**config.mk**
```make
export PLATFORM = sky130hd
export DESIGN_NAME = lcg_sbox_feedback_descrambler
export DESIGN_NICKNAME = d
export VERILOG_FILES = /design/src/design/lsfd_pkg.sv /design/src/design/lcg_sbox_feedback_descrambler.sv /design/src/design/lsfd_keystream.sv /design/src/design/lsfd_sbox.sv
export SDC_FILE = /design/constraint.sdc
export NUM_CORES = 1
export LEC_CHECK = 0
export BUFFER_PORTS_ARGS = -buffer_cell sky130_fd_sc_hd__buf_4
export CAP_MARGIN = 20
export CORE_AREA = 2 2 134 234
export CTS_CLUSTER_SIZE = 30
export DETAILED_ROUTE_END_ITERATION = 6
export DIE_AREA = 0 0 136 236
export PLACE_DENSITY = 0.77
export SLEW_MARGIN = 0
export SYNTH_ARGS = -nofsm -noshare
export SYNTH_HDL_FRONTEND = slang
export SYNTH_SLANG_ARGS = --single-unit
```
**constraint.sdc**
```tcl
create_clock -name clk -period 16.1 [get_ports clk]
set_clock_uncertainty 0.1 [all_clocks]
set_input_delay 0 -clock clk [delete_from_list [all_inputs] [get_ports clk]]
set_output_delay 0 -clock clk [all_outputs]
set_load 0.02 [all_outputs]
```
**src/design/lsfd_pkg.sv**
```systemverilog
// ----------------------------------------------------------------------------
// lsfd_pkg
// Shared constants, types and the substitution ROM of the descrambler.
// ----------------------------------------------------------------------------
package lsfd_pkg;

	localparam logic [31:0] LcgMul    = 32'd1103515245;
	localparam logic [31:0] LcgInc    = 32'h0000_3039;
	localparam logic [31:0] SeedReset = 32'h5389_A4F8;

	localparam logic [2:0] CntReload = 3'd4;
	localparam logic [2:0] CntStart  = 3'd1;

	typedef logic [31:0] rom_words_t [64];

	localparam rom_words_t RomWords = '{
		32'h1E0D8064, 32'h16EFF6E2, 32'h3A29FF98, 32'hAD28CF5E, 32'hCEFC4584, 32'hACE3AB65,
		32'h924997EB, 32'hF7A813C3, 32'hDED07CDD, 32'hEC7278F8, 32'h2B9412A5, 32'h909A5339,
		32'h99AE3F04, 32'hC1BF7532, 32'hFEDB9102, 32'hF0B5D67D, 32'hB6B33C3D, 32'hA276BC00,
		32'h8550E19C, 32'h2D664A09, 32'h79D56AB7, 32'hD11B3EEA, 32'h95717BA3, 32'h8B87B259,
		32'h18819F5C, 32'h934BCB27, 32'hBD6B2A11, 32'h19F5C8A0, 32'h40C21FF2, 32'hDA03DF6C,
		32'h82B15521, 32'hE6778963, 32'h2473C9A9, 32'h37E4D9C6, 32'h68F44F17, 32'hAF8607C7,
		32'hDCB8A6FA, 32'h8E470A88, 32'h831A14E7, 32'h7F359E74, 32'hA1E052FD, 32'h330B4C41,
		32'hBBF38F44, 32'h0C7A5808, 32'h9BE53BF1, 32'hC05DD426, 32'h60A77EF9, 32'h342551E8,
		32'h5A4D0FD7, 32'hC41D36D3, 32'h62202F8A, 32'h8D61AAB0, 32'h4801698C, 32'h6ED8ED38,
		32'h2E05CC42, 32'h065B1022, 32'h0E46234E, 32'hEE5FE9BA, 32'hA430B4B9, 32'h571CBE54,
		32'h9D96FBCD, 32'h70C56731, 32'h566D4315, 32'hCA6FD22C
	};

	// control from the input stage to the state-holding units
	typedef struct packed {
		logic en;
		logic start;
	} step_t;

	// little-endian byte view of the word table
	function automatic logic [7:0] rom_byte(input logic [7:0] idx);
		logic [31:0] word;
		word = RomWords[idx[7:2]];
		return word[{idx[1:0], 3'b000} +: 8];
	endfunction

endpackage

```
**src/design/lcg_sbox_feedback_descrambler.sv**
```systemverilog
// ----------------------------------------------------------------------------
// lcg_sbox_feedback_descrambler
// Pipeline: input reg, then result reg.
// Throughput: one byte per cycle while m_axis_tready does not stall the output;
// the LCG multiply sits in the single stage between the two registers.
// Reset: asynchronous, seed 0x5389A4F8, keystream 0, counter 1, pipe empty.
// ----------------------------------------------------------------------------
module lcg_sbox_feedback_descrambler (
	input  logic        clk,
	input  logic        arst_n,
	input  logic        s_axis_tvalid,
	output logic        s_axis_tready,
	input  logic [7:0]  s_axis_tdata,  // [7:0] cipher_byte
	input  logic        s_axis_tuser,  // [0] start_of_part
	input  logic        s_axis_tlast,  // end_of_part
	output logic        m_axis_tvalid,
	input  logic        m_axis_tready,
	output logic [7:0]  m_axis_tdata,  // [7:0] plain_byte
	output logic        m_axis_tlast,  // last_of_part
	input  logic        cfg_valid,
	output logic        cfg_ready,
	input  logic [31:0] cfg_data
);
	import lsfd_pkg::*;

	logic        valid_s1, valid_s2;
	logic [7:0]  cipher_s1, plain_s2;
	logic        start_s1, last_s1, last_s2;
	logic [31:0] seed_q;
	logic        adv_s1;
	logic [7:0]  key_byte, plain;
	step_t       step;

	assign cfg_ready     = 1'b1;
	assign adv_s1        = valid_s1 && (!valid_s2 || m_axis_tready);
	assign s_axis_tready = !valid_s1 || adv_s1;
	assign step          = {adv_s1, start_s1};

	always_ff @(posedge clk or negedge arst_n) begin
		if (!arst_n) begin
			seed_q <= SeedReset;
		end else if (cfg_valid && cfg_ready) begin
			seed_q <= cfg_data;
		end
	end

	always_ff @(posedge clk or negedge arst_n) begin
		if (!arst_n) begin
			valid_s1 <= 1'b0;
		end else if (s_axis_tready) begin
			valid_s1 <= s_axis_tvalid;
		end
	end

	always_ff @(posedge clk) begin
		if (s_axis_tready && s_axis_tvalid) begin
			cipher_s1 <= s_axis_tdata;
			start_s1  <= s_axis_tuser;
			last_s1   <= s_axis_tlast;
		end
	end

	lsfd_keystream u_keystream (
		.clk      (clk),
		.arst_n   (arst_n),
		.step     (step),
		.seed     (seed_q),
		.key_byte (key_byte)
	);

	lsfd_sbox u_sbox (
		.clk      (clk),
		.arst_n   (arst_n),
		.step     (step),
		.seed     (seed_q),
		.cipher   (cipher_s1),
		.key_byte (key_byte),
		.plain    (plain)
	);

	always_ff @(posedge clk or negedge arst_n) begin
		if (!arst_n) begin
			valid_s2 <= 1'b0;
		end else if (!valid_s2 || m_axis_tready) begin
			valid_s2 <= valid_s1;
		end
	end

	always_ff @(posedge clk) begin
		if (adv_s1) begin
			plain_s2 <= plain;
			last_s2  <= last_s1;
		end
	end

	assign m_axis_tvalid = valid_s2;
	assign m_axis_tdata  = plain_s2;
	assign m_axis_tlast  = last_s2;

endmodule

```
**src/design/lsfd_keystream.sv**
```systemverilog
// ----------------------------------------------------------------------------
// lsfd_keystream
// LCG state, keystream word and byte counter; gives the key byte of a step.
// ----------------------------------------------------------------------------
module lsfd_keystream (
	input  logic           clk,
	input  logic           arst_n,
	input  lsfd_pkg::step_t step,
	input  logic [31:0]    seed,
	output logic [7:0]     key_byte
);
	import lsfd_pkg::*;

	logic [31:0] lcg_q, ks_q;
	logic [2:0]  cnt_q;
	logic [31:0] lcg_cur, ks_cur, lcg_nxt, ks_nxt;
	logic [2:0]  cnt_cur, cnt_nxt;
	logic        adv;

	always_comb begin
		lcg_cur = step.start ? seed : lcg_q;
		ks_cur  = step.start ? 32'd0 : ks_q;
		cnt_cur = step.start ? CntStart : cnt_q;
		adv     = !(cnt_cur >= 3'd2 && cnt_cur <= CntReload);
		lcg_nxt = adv ? 32'(lcg_cur * LcgMul + LcgInc) : lcg_cur;
		ks_nxt  = adv ? lcg_nxt : (ks_cur >> 8);
		cnt_nxt = adv ? CntReload : 3'(cnt_cur - 3'd1);
	end

	assign key_byte = ks_nxt[7:0];

	always_ff @(posedge clk or negedge arst_n) begin
		if (!arst_n) begin
			lcg_q <= SeedReset;
			ks_q  <= '0;
			cnt_q <= CntStart;
		end else if (step.en) begin
			lcg_q <= lcg_nxt;
			ks_q  <= ks_nxt;
			cnt_q <= cnt_nxt;
		end
	end

endmodule

```
**src/design/lsfd_sbox.sv**
```systemverilog
// ----------------------------------------------------------------------------
// lsfd_sbox
// Cipher feedback register and ROM substitution; forms the plain byte.
// ----------------------------------------------------------------------------
module lsfd_sbox (
	input  logic           clk,
	input  logic           arst_n,
	input  lsfd_pkg::step_t step,
	input  logic [31:0]    seed,
	input  logic [7:0]     cipher,
	input  logic [7:0]     key_byte,
	output logic [7:0]     plain
);
	import lsfd_pkg::*;

	logic [7:0] prev_q;
	logic [7:0] prev_cur;

	assign prev_cur = step.start ? ~seed[7:0] : prev_q;
	assign plain    = rom_byte(cipher ^ prev_cur) ^ key_byte;

	always_ff @(posedge clk or negedge arst_n) begin
		if (!arst_n) begin
			prev_q <= ~SeedReset[7:0];
		end else if (step.en) begin
			prev_q <= cipher;
		end
	end

endmodule
```
==> results of run 1 <==
[metrics by stage]
stage                     hold slack, ns  area, µm²  setup WS (ns)  instances
after floorplan                   -0.396      17900           7.81       2020
after global placement           -0.0243      18700           7.75       2406
after detailed placement         -0.0229      18700           7.57       2406
after CTS                        0.00781      19800           7.56       2490
after global routing              0.0429      19900           6.97       2494
final                             0.0302      19900           7.37       2494
[cell usage after synthesis, types with 14 or more instances]
| cell type | number |
|---|---|
| nand2_1 | 160 |
| o22ai_1 | 14 |
| fa_1 | 187 |
| ha_1 | 217 |
| o211ai_1 | 22 |
| dfstp_2 | 34 |
| a211oi_1 | 24 |
| nor2_1 | 98 |
| nand4_1 | 14 |
| edfxtp_1 | 19 |
| clkbuf_1 | 54 |
| mux2i_1 | 24 |
| a31oi_1 | 21 |
| nor3_1 | 33 |
| nand3_1 | 31 |
| a21oi_1 | 101 |
| a21o_1 | 20 |
| mux2_2 | 46 |
| xor2_1 | 25 |
| xnor2_1 | 51 |
| o21ai_0 | 93 |
| dfrtp_1 | 67 |
| buf_2 | 28 |
| inv_1 | 406 |
[metal layers]
layer / part of all wire, % / vias up / GRT usage (%)
met2: 48 / 1012 / 77.8
met4: 15 / 4 / 53.4
li1: - / 6924 / -
met5: 0.034 / - / 0.317
met3: 8.3 / 532 / 15.2
met1: 29 / 7908 / 45.0
[state kept, by name (all words and copies together) (netlist names)]
signal             flops
cipher_s1              8
last_s1                1
m_axis_tdata           8
m_axis_tlast           1
m_axis_tvalid          1
seed_q                32
start_s1               1
u_keystream.cnt_q      3
u_keystream.ks_q      24
u_keystream.lcg_q     32
u_sbox.prev_q          8
valid_s1               1
[critical path, delay by kind of cell (launching register included)]
kind                       cells  cell delay (ns)
adders and majority gates      9             4.11
AOI/OAI and AO/OA              7             1.75
buffers and inverters         10             1.31
muxes                          1             0.70
DFF                            1             0.35
and+or+nand+nor                1             0.13
xor gates and xnor gates       1             0.11
[cell families after synthesis]
group	count (synthesis)	share of synthesized area, %
mux	70	4.23
buf+inv	508	11.2
flops	120	17.5
other cells	1	0.0209
compound gates	441	16.8
fa+ha+maj	405	36.1
simple gates	398	10.3
xor+xnor	77	3.81
[placed cells by master, fill, tap and decap left out, drive strengths merged, types with 21 or more instances in the layout]
cell and instances:
mux2 46, a211oi 27, ha 217, a31oi 21, inv 419, buf 96
a21oi 101, nor3 34, dfstp 34, dfrtp 67, xor2 25, mux2i 24
o21ai 102, dlygate4sd3 52, nand2 164, nor2 101, xnor2 52, fa 187
nand3 31, o211ai 24
[cell type report]
class	count	area (µm²)	share of cell area (%)
clock buffer	18	450	2.27
timing repair buffer	149	1250	6.28
tap	391	489	2.46
clock inverter	14	149	0.750
antenna	1	2.50	0.0126
sequential	120	3140	15.8
multi-input combinational	1392	12800	64.7
inverter	409	1540	7.73
[worst max path at each step]
stage / from / to / slack [ns] / cells past startpoint
2_1_floorplan: start_s1 / u_keystream.ks_q[28] / 7.81 / 29
3_3_place_gp: start_s1 / u_keystream.lcg_q[27] / 7.75 / 29
3_5_place_dp: start_s1 / u_keystream.lcg_q[27] / 7.57 / 29
4_1_cts: start_s1 / u_keystream.lcg_q[27] / 7.56 / 29
5_1_grt: start_s1 / u_keystream.ks_q[28] / 6.97 / 26
6_report: start_s1 / u_keystream.lcg_q[27] / 7.37 / 29
[what timing repair did]
item / CTS / global route
hold buffers: 52 / 0
buffers inserted: 0 / 0
hold endpoints to repair: 97 / 0
==> results by group, run 1 <==
Worst setup path
  – Worst-path fanout max: 46
  – Depth of the most critical reg-to-reg path: 29
  – Slowest-stage cell, CP: mux2i_1
  – CP endpoint kind: flip-flop
  – CP arrival: 8.94 ns
  – CP required: 16.31 ns
  – Reg2reg end: u_keystream.lcg_q[27]
  – Reg2reg setup slack: 7.37 ns
  – Startpoint types: flip-flop
  – CP dominant cell by count: inv_1
  – Reg2reg start: start_s1
  – Max incr delay on CP: 0.70 ns
  – Critical Setup Path Class: reg2reg

Die
  – Die area: 32100 µm²
  – Core Region: 30400 µm²
  – Die span in x: 136 µm
  – Starting Density: 58.9%
  – Ports: 59
  – FP Rows: 85
  – Die Y: 236 µm

Timing
  – Post-layout min period: 8.73 ns
  – Slew Viols, Final: 0
  – RSZ-0062 raised after global routing: no
  – Worst rel slew slack: 0.475%
  – Final setup viols: 0
  – Final hold violation count: 0
  – Worst Max-Slew Pin Slew: 1.49 ns
  – Setup Total Neg Slack: 0 ns
  – Tcrit/Tclk final: 54.2%
  – Fmax: 115 MHz

Clock network
  – Htree depth: 4
  – CTS Buf Count: 17
  – Clock Pin Slew Worst Setup and Hold Paths: 0.07 ns
  – Worst-skew pair later-pin latency: 0.43 ns
  – Clk buf depth: 2
  – Clock sink total: 120
  – Post-CTS sizing: 0
  – TritonCTS clock tree: built
  – Root buffer cell: clkbuf_16

Finish
  – Post-Route Utilization: 65.3%
  – Share of layout cells above drive strength 1: 12.1%
  – Fill cells: 2534
  – P&R area growth vs syn: 10.8%
  – Nets: 2540

Drt
  – First DRT Iteration DRCs: 2071
  – DRC: 0
  – Final antenna-violating net count: 0
  – Vias: 16400
  – Routed WL: 73400 µm
  – WL/cell: 29.4 µm
  – Drt first pass iters: 7
  – Via/cell ratio: 6.57

Yosys
  – Post-synth EDFFs: 19
  – Ys flop type: dfrtp_1
  – Synth area leader: fa_1
  – Cell count after synthesis: 2020
  – Synth area leaders: fa_1, ha_1, dfrtp_1
  – Net count after synthesis: 2471
  – Register area share after synthesis: 17.5%
  – Share of the synthesized area in the top cell type: 20.9%
  – Post-Syn Area: 17900 µm²
  – Ys async rst share: 84.2%
  – Avg Cell Area, Syn: 8.87 µm²
  – Post-synthesis cell type count: 88
  – #FFs+latches synth: 120
  – YS warnings: 0

Placement
  – Dpl hpwl: 55300 µm
  – Placer congestion estimate: 1.06
  – IO Port Bufs: 57

GRT
  – Vias in the first global route: 17800
  – Largest net degree at the start of global routing: 94
  – Initial antenna violation count: 4
  – GRT Util Overall: 48.4%
  – First-pass GRT wire length: 112000 µm
  – Remaining global-route overflow: 0

Run
  – Max_cap viols: 0

Run status
  – Status: complete, no violations

Min path
  – Hold path cells: 2
  – Worst Min Path Start: cfg_valid
  – Hold Path Sink: seed_q[1]
  – Worst Hold Class: in2reg
Power of run 1 is left out: the tool's default activity adds up to more than one toggle a clock period on the data nets, which glitch-free logic cannot reach.
==> inputs of run 2 (changes only) <==
==> constraint.sdc (replaced) <==
create_clock -name clk -period 8.8 [get_ports clk]
set_clock_uncertainty 0.1 [all_clocks]
set_input_delay 0 -clock clk [delete_from_list [all_inputs] [get_ports clk]]
set_output_delay 0 -clock clk [all_outputs]
set_load 0.02 [all_outputs]
==> results by group, run 2 <==
Run status
  – Status: did not finish
  – Stopped at: 5_1_grt
  – First Error: [ERROR GRT-0116] Global routing finished with congestion. Check the congestion regions in the DRC Viewer.

Yosys
  – Share of the synthesized area in the top cell type: 20.9% (unchanged)
  – Post-Syn Area: 17900 µm² (unchanged)
  – Ys flop type: dfrtp_1
  – Most common cell in the synthesized netlist: inv_1
  – Commonest cells post-synth: inv_1, ha_1, fa_1, nand2_1, a21oi_1
  – #FFs+latches synth: 120 (unchanged)
  – Post-synthesis cell type count: 88 (unchanged)
  – Synth area leaders: fa_1, ha_1, dfrtp_1
  – Avg Cell Area, Syn: 8.87 µm² (unchanged)
  – Synth area leader: fa_1
  – Ys async rst share: 84.2% (unchanged)
  – YS warnings: 0 (unchanged)
  – Cell count after synthesis: 2020 (unchanged)
  – Register area share after synthesis: 17.5% (unchanged)
  – Post-synth EDFFs: 19 (unchanged)
  – Net count after synthesis: 2471 (unchanged)

Clock network
  – CTS Buf Count: 17 (unchanged)
  – Clk buf depth: 2 (unchanged)
  – Root buffer cell: clkbuf_16
  – Htree depth: 4 (unchanged)
  – Clock sink total: 120 (unchanged)
  – Postcts setup bufs: 0 (unchanged)

GRT
  – Vias in the first global route: 18700
  – First-pass GRT wire length: 118000 µm
  – GRT Util Overall: 51.3%
  – Largest net degree at the start of global routing: 93
  – Remaining global-route overflow: 1

Die
  – Die Y: 236 µm (unchanged)
  – Ports: 59 (unchanged)
  – Starting Density: 58.9% (unchanged)
  – Die span in x: 136 µm (unchanged)
  – FP Rows: 85 (unchanged)

Placement
  – IO Port Bufs: 57 (unchanged)
  – Placer congestion estimate: 1.09 (+2.8%)
  – Dpl hpwl: 56900 µm (+3.0%)
-- run 2: metal layers --
metal  overflow  GRT usage [%]
met1          0           47.3
met2          1           80.6
met3          0           19.8
met4          0           56.2
met5          0              0
-- run 2: logic make-up after synthesis --
group | synth area share (%)
AOI/OAI and AO/OA | 16.8
xor gates and xnor gates | 3.81
adders and majority gates | 36.1
buffers and inverters | 11.2
DFF | 17.5
muxes | 4.23
other | 0.0209
and+or+nand+nor | 10.3
-- run 2: through the flow --
step                      utilization (%)  std cells  area [µm²]  setup slack [ns]
after floorplan                         -       2020       17900             0.510
after global placement               61.9       2419       18800             0.498
after detailed placement             61.9       2420       18800             0.428
after CTS                            65.3       2500       19900             0.368
-- run 2: what timing repair did --
item | in CTS
endpoints found under the setup margin | 0
gates resized for setup | 0
endpoints found under the hold margin | 81
hold buffers | 48
==> inputs of run 3 (changes only) <==
--- a/config.mk
+++ b/config.mk
@@ -7,11 +7,10 @@
 export LEC_CHECK = 0
 export BUFFER_PORTS_ARGS = -buffer_cell sky130_fd_sc_hd__buf_4
 export CAP_MARGIN = 20
-export CORE_AREA = 2 2 134 234
-export CTS_CLUSTER_SIZE = 30
+export CORE_AREA = 2 2 215 217
 export DETAILED_ROUTE_END_ITERATION = 6
-export DIE_AREA = 0 0 136 236
-export PLACE_DENSITY = 0.77
+export DIE_AREA = 0 0 217 219
+export PLACE_DENSITY_LB_ADDON = 0.15
 export SLEW_MARGIN = 0
 export SYNTH_ARGS = -nofsm -noshare
 export SYNTH_HDL_FRONTEND = slang
==> results by group, run 3 (synthesis results as in run 1) <==
Worst setup path
  – Slowest-stage cell, CP: fa_1
  – Crit path from: start_s1
  – Max incr delay on CP: 0.55 ns
  – CP endpoint kind: flip-flop
  – CP dominant cell by count: fa_1
  – Bufs and invs on worst path: 5
  – Number of stages on the worst setup path: 24
  – CP top delay family: adder cells
  – CP required: 9.00 ns
  – Worst-path fanout max: 46
  – Critical Setup Path Class: reg2reg
  – Crit-path cells: buf_12, mux2_2, ha_1, fa_1, inv_1, fa_1, fa_1, inv_1, ha_1, inv_1, fa_1, inv_1, fa_1, fa_1, ha_1, nand2_1, o21ai_0, o41a_1, nor3_1, nor2_1, a2111oi_0, o21ai_0, a22o_1, a221o_1
  – CP arrival: 8.26 ns
  – Crit path to: u_keystream.ks_q[28]
  – Reg2reg start: start_s1
  – Reg2reg end: u_keystream.ks_q[28]
  – Depth of the most critical reg-to-reg path: 24
  – Startpoint types: flip-flop
  – Reg2reg setup slack: 0.74 ns

Finish
  – Leading cell type in the layout, fill and taps excluded: inv_1
  – P&R area growth vs syn: 12.0%
  – Nets: 2534
  – Most frequent cells in the layout: inv_1, ha_1, fa_1, nand2_1, a21oi_1
  – Share of layout cells above drive strength 1: 11.7%
  – Largest registers: seed_q x32, u_keystream.lcg_q x32, u_keystream.ks_q x24

Timing
  – Fmax: 124 MHz
  – Slew Viols, Final: 0
  – Setup Total Neg Slack: 0 ns
  – Worst Max-Slew Pin Slew: 1.20 ns
  – RSZ-0062 raised after global routing: no
  – Post-layout min period: 8.06 ns
  – Final hold violation count: 0
  – Worst rel slew slack: 19.2%
  – Final setup viols: 0
  – Tcrit/Tclk final: 91.6%

Run status
  – Status: complete, no violations

Drt
  – Routed WL: 64100 µm
  – Final antenna-violating net count: 0
  – Drt first pass iters: 6
  – Via/cell ratio: 5.63
  – Vias: 15200
  – First DRT Iteration DRCs: 1653
  – WL/cell: 23.8 µm
  – DRC: 0

Clock network
  – Clk buf depth: 2 (unchanged)
  – Clock Pin Slew Worst Setup and Hold Paths: 0.05 ns
  – CTS Buf Count: 17 (unchanged)
  – Post-CTS sizing: 0 (unchanged)
  – Clock sink total: 120 (unchanged)
  – TritonCTS clock tree: built
  – Worst-skew pair later-pin latency: 0.41 ns
  – Htree depth: 4 (unchanged)
  – Root buffer cell: clkbuf_16

Placement
  – Dpl hpwl: 50600 µm (-11%)
  – IO Port Bufs: 57 (unchanged)
  – Placer congestion estimate: 0.955 (-12%)

Die
  – Die area: 47500 µm²
  – Die span in x: 217 µm (+60%)
  – FP Rows: 78 (-8.2%)
  – Starting Density: 39.7% (-19 points)
  – Core Region: 45100 µm²
  – Die Y: 219 µm (-7.2%)
  – Ports: 59 (unchanged)

GRT
  – Remaining global-route overflow: 0
  – Largest net degree at the start of global routing: 94
  – Vias in the first global route: 15900
  – First-pass GRT wire length: 98900 µm
  – Initial antenna violation count: 0
  – GRT Util Overall: 27.7%

Run
  – Max_cap viols: 0

Min path
  – Worst Hold Class: in2async
## run 3: per-layer routing
metal	vias up	routed length [µm]	part of all wire (%)	track usage [%]
met5	-	0	0	0
met4	0	2060	3.2	9.25
met3	127	3520	5.5	3.47
met2	614	30100	47	46.0
met1	7535	28500	44	37.3
li1	6904	-	-	-
## run 3: how the worst min path moves through the flow
| stage | startpoint | end | slack [ns] | cells after the start |
|---|---|---|---|---|
| 2_1_floorplan | arst_n | m_axis_tvalid | -0.40 | 0 |
| 3_3_place_gp | arst_n | valid_s1 | -0.09 | 1 |
| 3_5_place_dp | arst_n | valid_s1 | -0.09 | 1 |
| 4_1_cts | arst_n | valid_s1 | 0.005 | 2 |
| 5_1_grt | cfg_valid | seed_q[0] | 0.04 | 2 |
| 6_report | arst_n | valid_s1 | 0.003 | 2 |
## run 3: through the flow
| step | hold WS, ns | utilization, % | instances | worst slack, ns | instance area, µm² |
|---|---|---|---|---|---|
| after floorplan | -0.396 | - | 2020 | 0.510 | 17900 |
| after global placement | -0.0926 | 42.1 | 2613 | 0.838 | 19000 |
| after detailed placement | -0.0923 | 42.1 | 2613 | 0.760 | 19000 |
| after CTS | 0.00521 | 44.5 | 2694 | 0.763 | 20100 |
| after global routing | 0.0431 | 44.5 | 2695 | 0.355 | 20100 |
| final | 0.00271 | 44.5 | 2696 | 0.742 | 20100 |
## run 3: final cells by class
class | instances | area (µm²)
fillers | 4481 | 25000
multi-input cells | 1392 | 12900
flip-flops and latches | 120 | 3140
inverters | 409 | 1540
repair buffers | 143 | 1210
well taps | 600 | 751
clock buffers | 29 | 541
clock inverters | 2 | 35.0
diodes | 1 | 2.50
## run 3: repair_timing
action                                 in CTS  in global routing
endpoints found under the hold margin      82                  0
hold buffers                               50                  0
buffers inserted                            0                  0
Power of run 3 is left out for the same reason.
==> inputs of run 4 (changes only) <==
--- a/config.mk
+++ b/config.mk
@@ -5,11 +5,11 @@
 export SDC_FILE = /design/constraint.sdc
 export NUM_CORES = 1
 export LEC_CHECK = 0
-export BUFFER_PORTS_ARGS = -buffer_cell sky130_fd_sc_hd__buf_4
 export CAP_MARGIN = 20
 export CORE_AREA = 2 2 215 217
 export DETAILED_ROUTE_END_ITERATION = 6
 export DIE_AREA = 0 0 217 219
+export DONT_BUFFER_PORTS = 1
 export PLACE_DENSITY_LB_ADDON = 0.15
 export SLEW_MARGIN = 0
 export SYNTH_ARGS = -nofsm -noshare
==> constraint.sdc (replaced) <==
create_clock -name clk -period 7.1 [get_ports clk]
set_clock_uncertainty 0.1 [all_clocks]
set_input_delay 0 -clock clk [delete_from_list [all_inputs] [get_ports clk]]
set_output_delay 0 -clock clk [all_outputs]
set_load 0.02 [all_outputs]
==> results by group, run 4 (synthesis results as in run 1) <==
Run status
  – Status: finished with violations
  – Failing checks: design-rule violations, negative setup slack

Placement
  – Worst slack, placed: -0.362 ns (-1.12 ns)
  – Dpl hpwl: 54400 µm (+7.5%)
  – IO Port Bufs: 0 (-100%)
  – Placer congestion estimate: 0.989 (+3.6%)

Drt
  – WL/cell: 24.6 µm (+3.2%)
  – Drt first pass iters: 7 (+1)
  – Routed WL: 70000 µm (+9.2%)
  – DRC: 1 (+1)
  – Via/cell ratio: 5.59 (-0.76%)
  – Final antenna-violating net count: 0 (unchanged)
  – First DRT Iteration DRCs: 1751 (+5.9%)
  – Vias: 15900 (+4.9%)

Worst setup path
  – CP endpoint kind: flip-flop
  – Critical Setup Path Class: reg2reg
  – Depth of the most critical reg-to-reg path: 26 (+8.3%)
  – Worst-path fanout max: 7 (-85%)
  – CP required: 7.31 ns (-1.69 ns)
  – Startpoint types: flip-flop
  – Crit path from: start_s1
  – CP arrival: 7.39 ns (-0.87 ns)
  – Reg2reg start: start_s1

GRT
  – GRT Util Overall: 30.1% (+2.4 points)
  – First-pass GRT wire length: 106000 µm (+7.5%)
  – Remaining global-route overflow: 0 (unchanged)
  – Largest net degree at the start of global routing: 102 (+8.5%)
  – Vias in the first global route: 16800 (+5.9%)
  – Initial antenna violation count: 0 (unchanged)

Finish
  – Leading cell type in the layout, fill and taps excluded: inv_1
  – Most frequent cells in the layout: inv_1, buf_4, fa_1, ha_1, nand2_1
  – Fill cells: 4266 (-4.8%)
  – P&R area growth vs syn: 24.8%
  – Largest registers: seed_q x32, u_keystream.lcg_q x32, u_keystream.ks_q x24
  – Storage element area: 3140 µm² (unchanged)
  – Antenna diodes: 0 (-1)
  – Area of the multi-input gates: 13800 µm² (+7.3%)
  – Nets: 2689 (+6.1%)
  – Share of layout cells above drive strength 1: 22.6% (+11 points)

Die
  – Die span in x: 217 µm (unchanged)
  – Starting Density: 39.7% (unchanged)
  – Core Region: 45100 µm² (unchanged)
  – FP Rows: 78 (unchanged)
  – Die area: 47500 µm² (unchanged)
  – Die Y: 219 µm (unchanged)
  – Ports: 59 (unchanged)

Timing
  – Final setup viols: 5 (+5)
  – Worst rel slew slack: 23.8% (+4.6 points)
  – Hold_ws: 0.0839 ns (+0.0812 ns)
  – Final hold violation count: 0 (unchanged)
  – Slew Viols, Final: 0 (unchanged)
  – Post-layout min period: 7.19 ns (-0.870 ns)
  – Fmax: 139 MHz (+12%)
  – Worst Max-Slew Pin Slew: 1.14 ns (-0.0687 ns)
  – RSZ-0062 raised after global routing: yes
  – Final setup margin: -0.0883 ns (-0.830 ns)
  – Tcrit/Tclk final: 101% (+9.7 points)

Run
  – Max_cap viols: 0 (unchanged)

Clock network
  – Root buffer cell: clkbuf_16
  – CTS Buf Count: 17 (unchanged)
  – Clock sink total: 120 (unchanged)
  – TritonCTS clock tree: built
  – Clock Pin Slew Worst Setup and Hold Paths: 0.06 ns (about the same)
  – Worst-skew pair later-pin latency: 0.43 ns (+0.02 ns)
  – Clk buf depth: 2 (unchanged)
  – Htree depth: 4 (unchanged)

Min path
  – Worst Hold Class: in2async
==> run 4: per-layer routing <==
| layer | up-vias | track usage (%) | wire (µm) | part of all wire (%) |
|---|---|---|---|---|
| met3 | 145 | 4.01 | 4120 | 5.9 |
| met2 | 641 | 49.9 | 33400 | 48 |
| met1 | 7920 | 40.3 | 30000 | 43 |
| met4 | 0 | 10.9 | 2470 | 3.5 |
| li1 | 7224 | - | - | - |
| met5 | - | 0 | 0 | 0 |
==> run 4: final cells by class <==
class	instances	area share [%]
clock inverters	12	0.688
clock buffers	20	1.95
repair buffers	298	11.4
well taps	600	3.36
inverters	409	6.88
multi-input cells	1392	61.7
flip-flops and latches	120	14.0
==> run 4: repair_timing <==
item / 4_1_cts / 5_1_grt
endpoints found under the setup margin: 25 / 35
pin swaps: 56 / 45
setup buffers: 10 / 9
gates resized for setup: 102 / 63
endpoints found under the hold margin: 149 / 0
gates cloned: 1 / 0
hold buffers: 82 / 0
==> run 4: worst max-delay path: stages (launching register included) <==
cell	delay, ns
edfxtp_1	0.45
buf_12	0.19
buf_8	0.14
mux2_4	0.36
ha_4	0.28
inv_1	0.05
fa_1	0.53
inv_1	0.05
ha_1	0.27
inv_1	0.05
fa_1	0.47
inv_1	0.05
fa_1	0.55
fa_2	0.45
fa_1	0.49
inv_1	0.05
fa_1	0.53
inv_2	0.05
ha_4	0.28
nand4_1	0.19
buf_4	0.20
o311ai_4	0.44
o31ai_2	0.13
o21bai_1	0.18
a21oi_2	0.09
xnor2_2	0.14
a221o_1	0.29
==> run 4: through the flow <==
step	area, µm²	TNS [ns]	std cells	util (%)
6_report	22400	-0.155	2851	49.6
5_1_grt	22400	-2.99	2851	49.6
4_1_cts	22000	-0.0127	2843	48.8
3_5_place_dp	19900	-2.98	2718	44.2
3_3_place_gp	19900	-1.50	2717	44.1
2_1_floorplan	18100	-0.207	2020	-
==> run 4: worst paths after layout <==
path | endpoint | slack, ns
worst min register to register | m_axis_tlast | 0.32
max in group asynchronous | u_keystream.lcg_q[28] | 6.36
worst min-delay path | u_keystream.lcg_q[26] | 0.08
worst max-delay path | u_keystream.lcg_q[27] | -0.09
min in group clk | cipher_s1[4] | 0.10
worst max register to register | u_keystream.lcg_q[27] | -0.09
Power of run 4 is left out for the same reason.
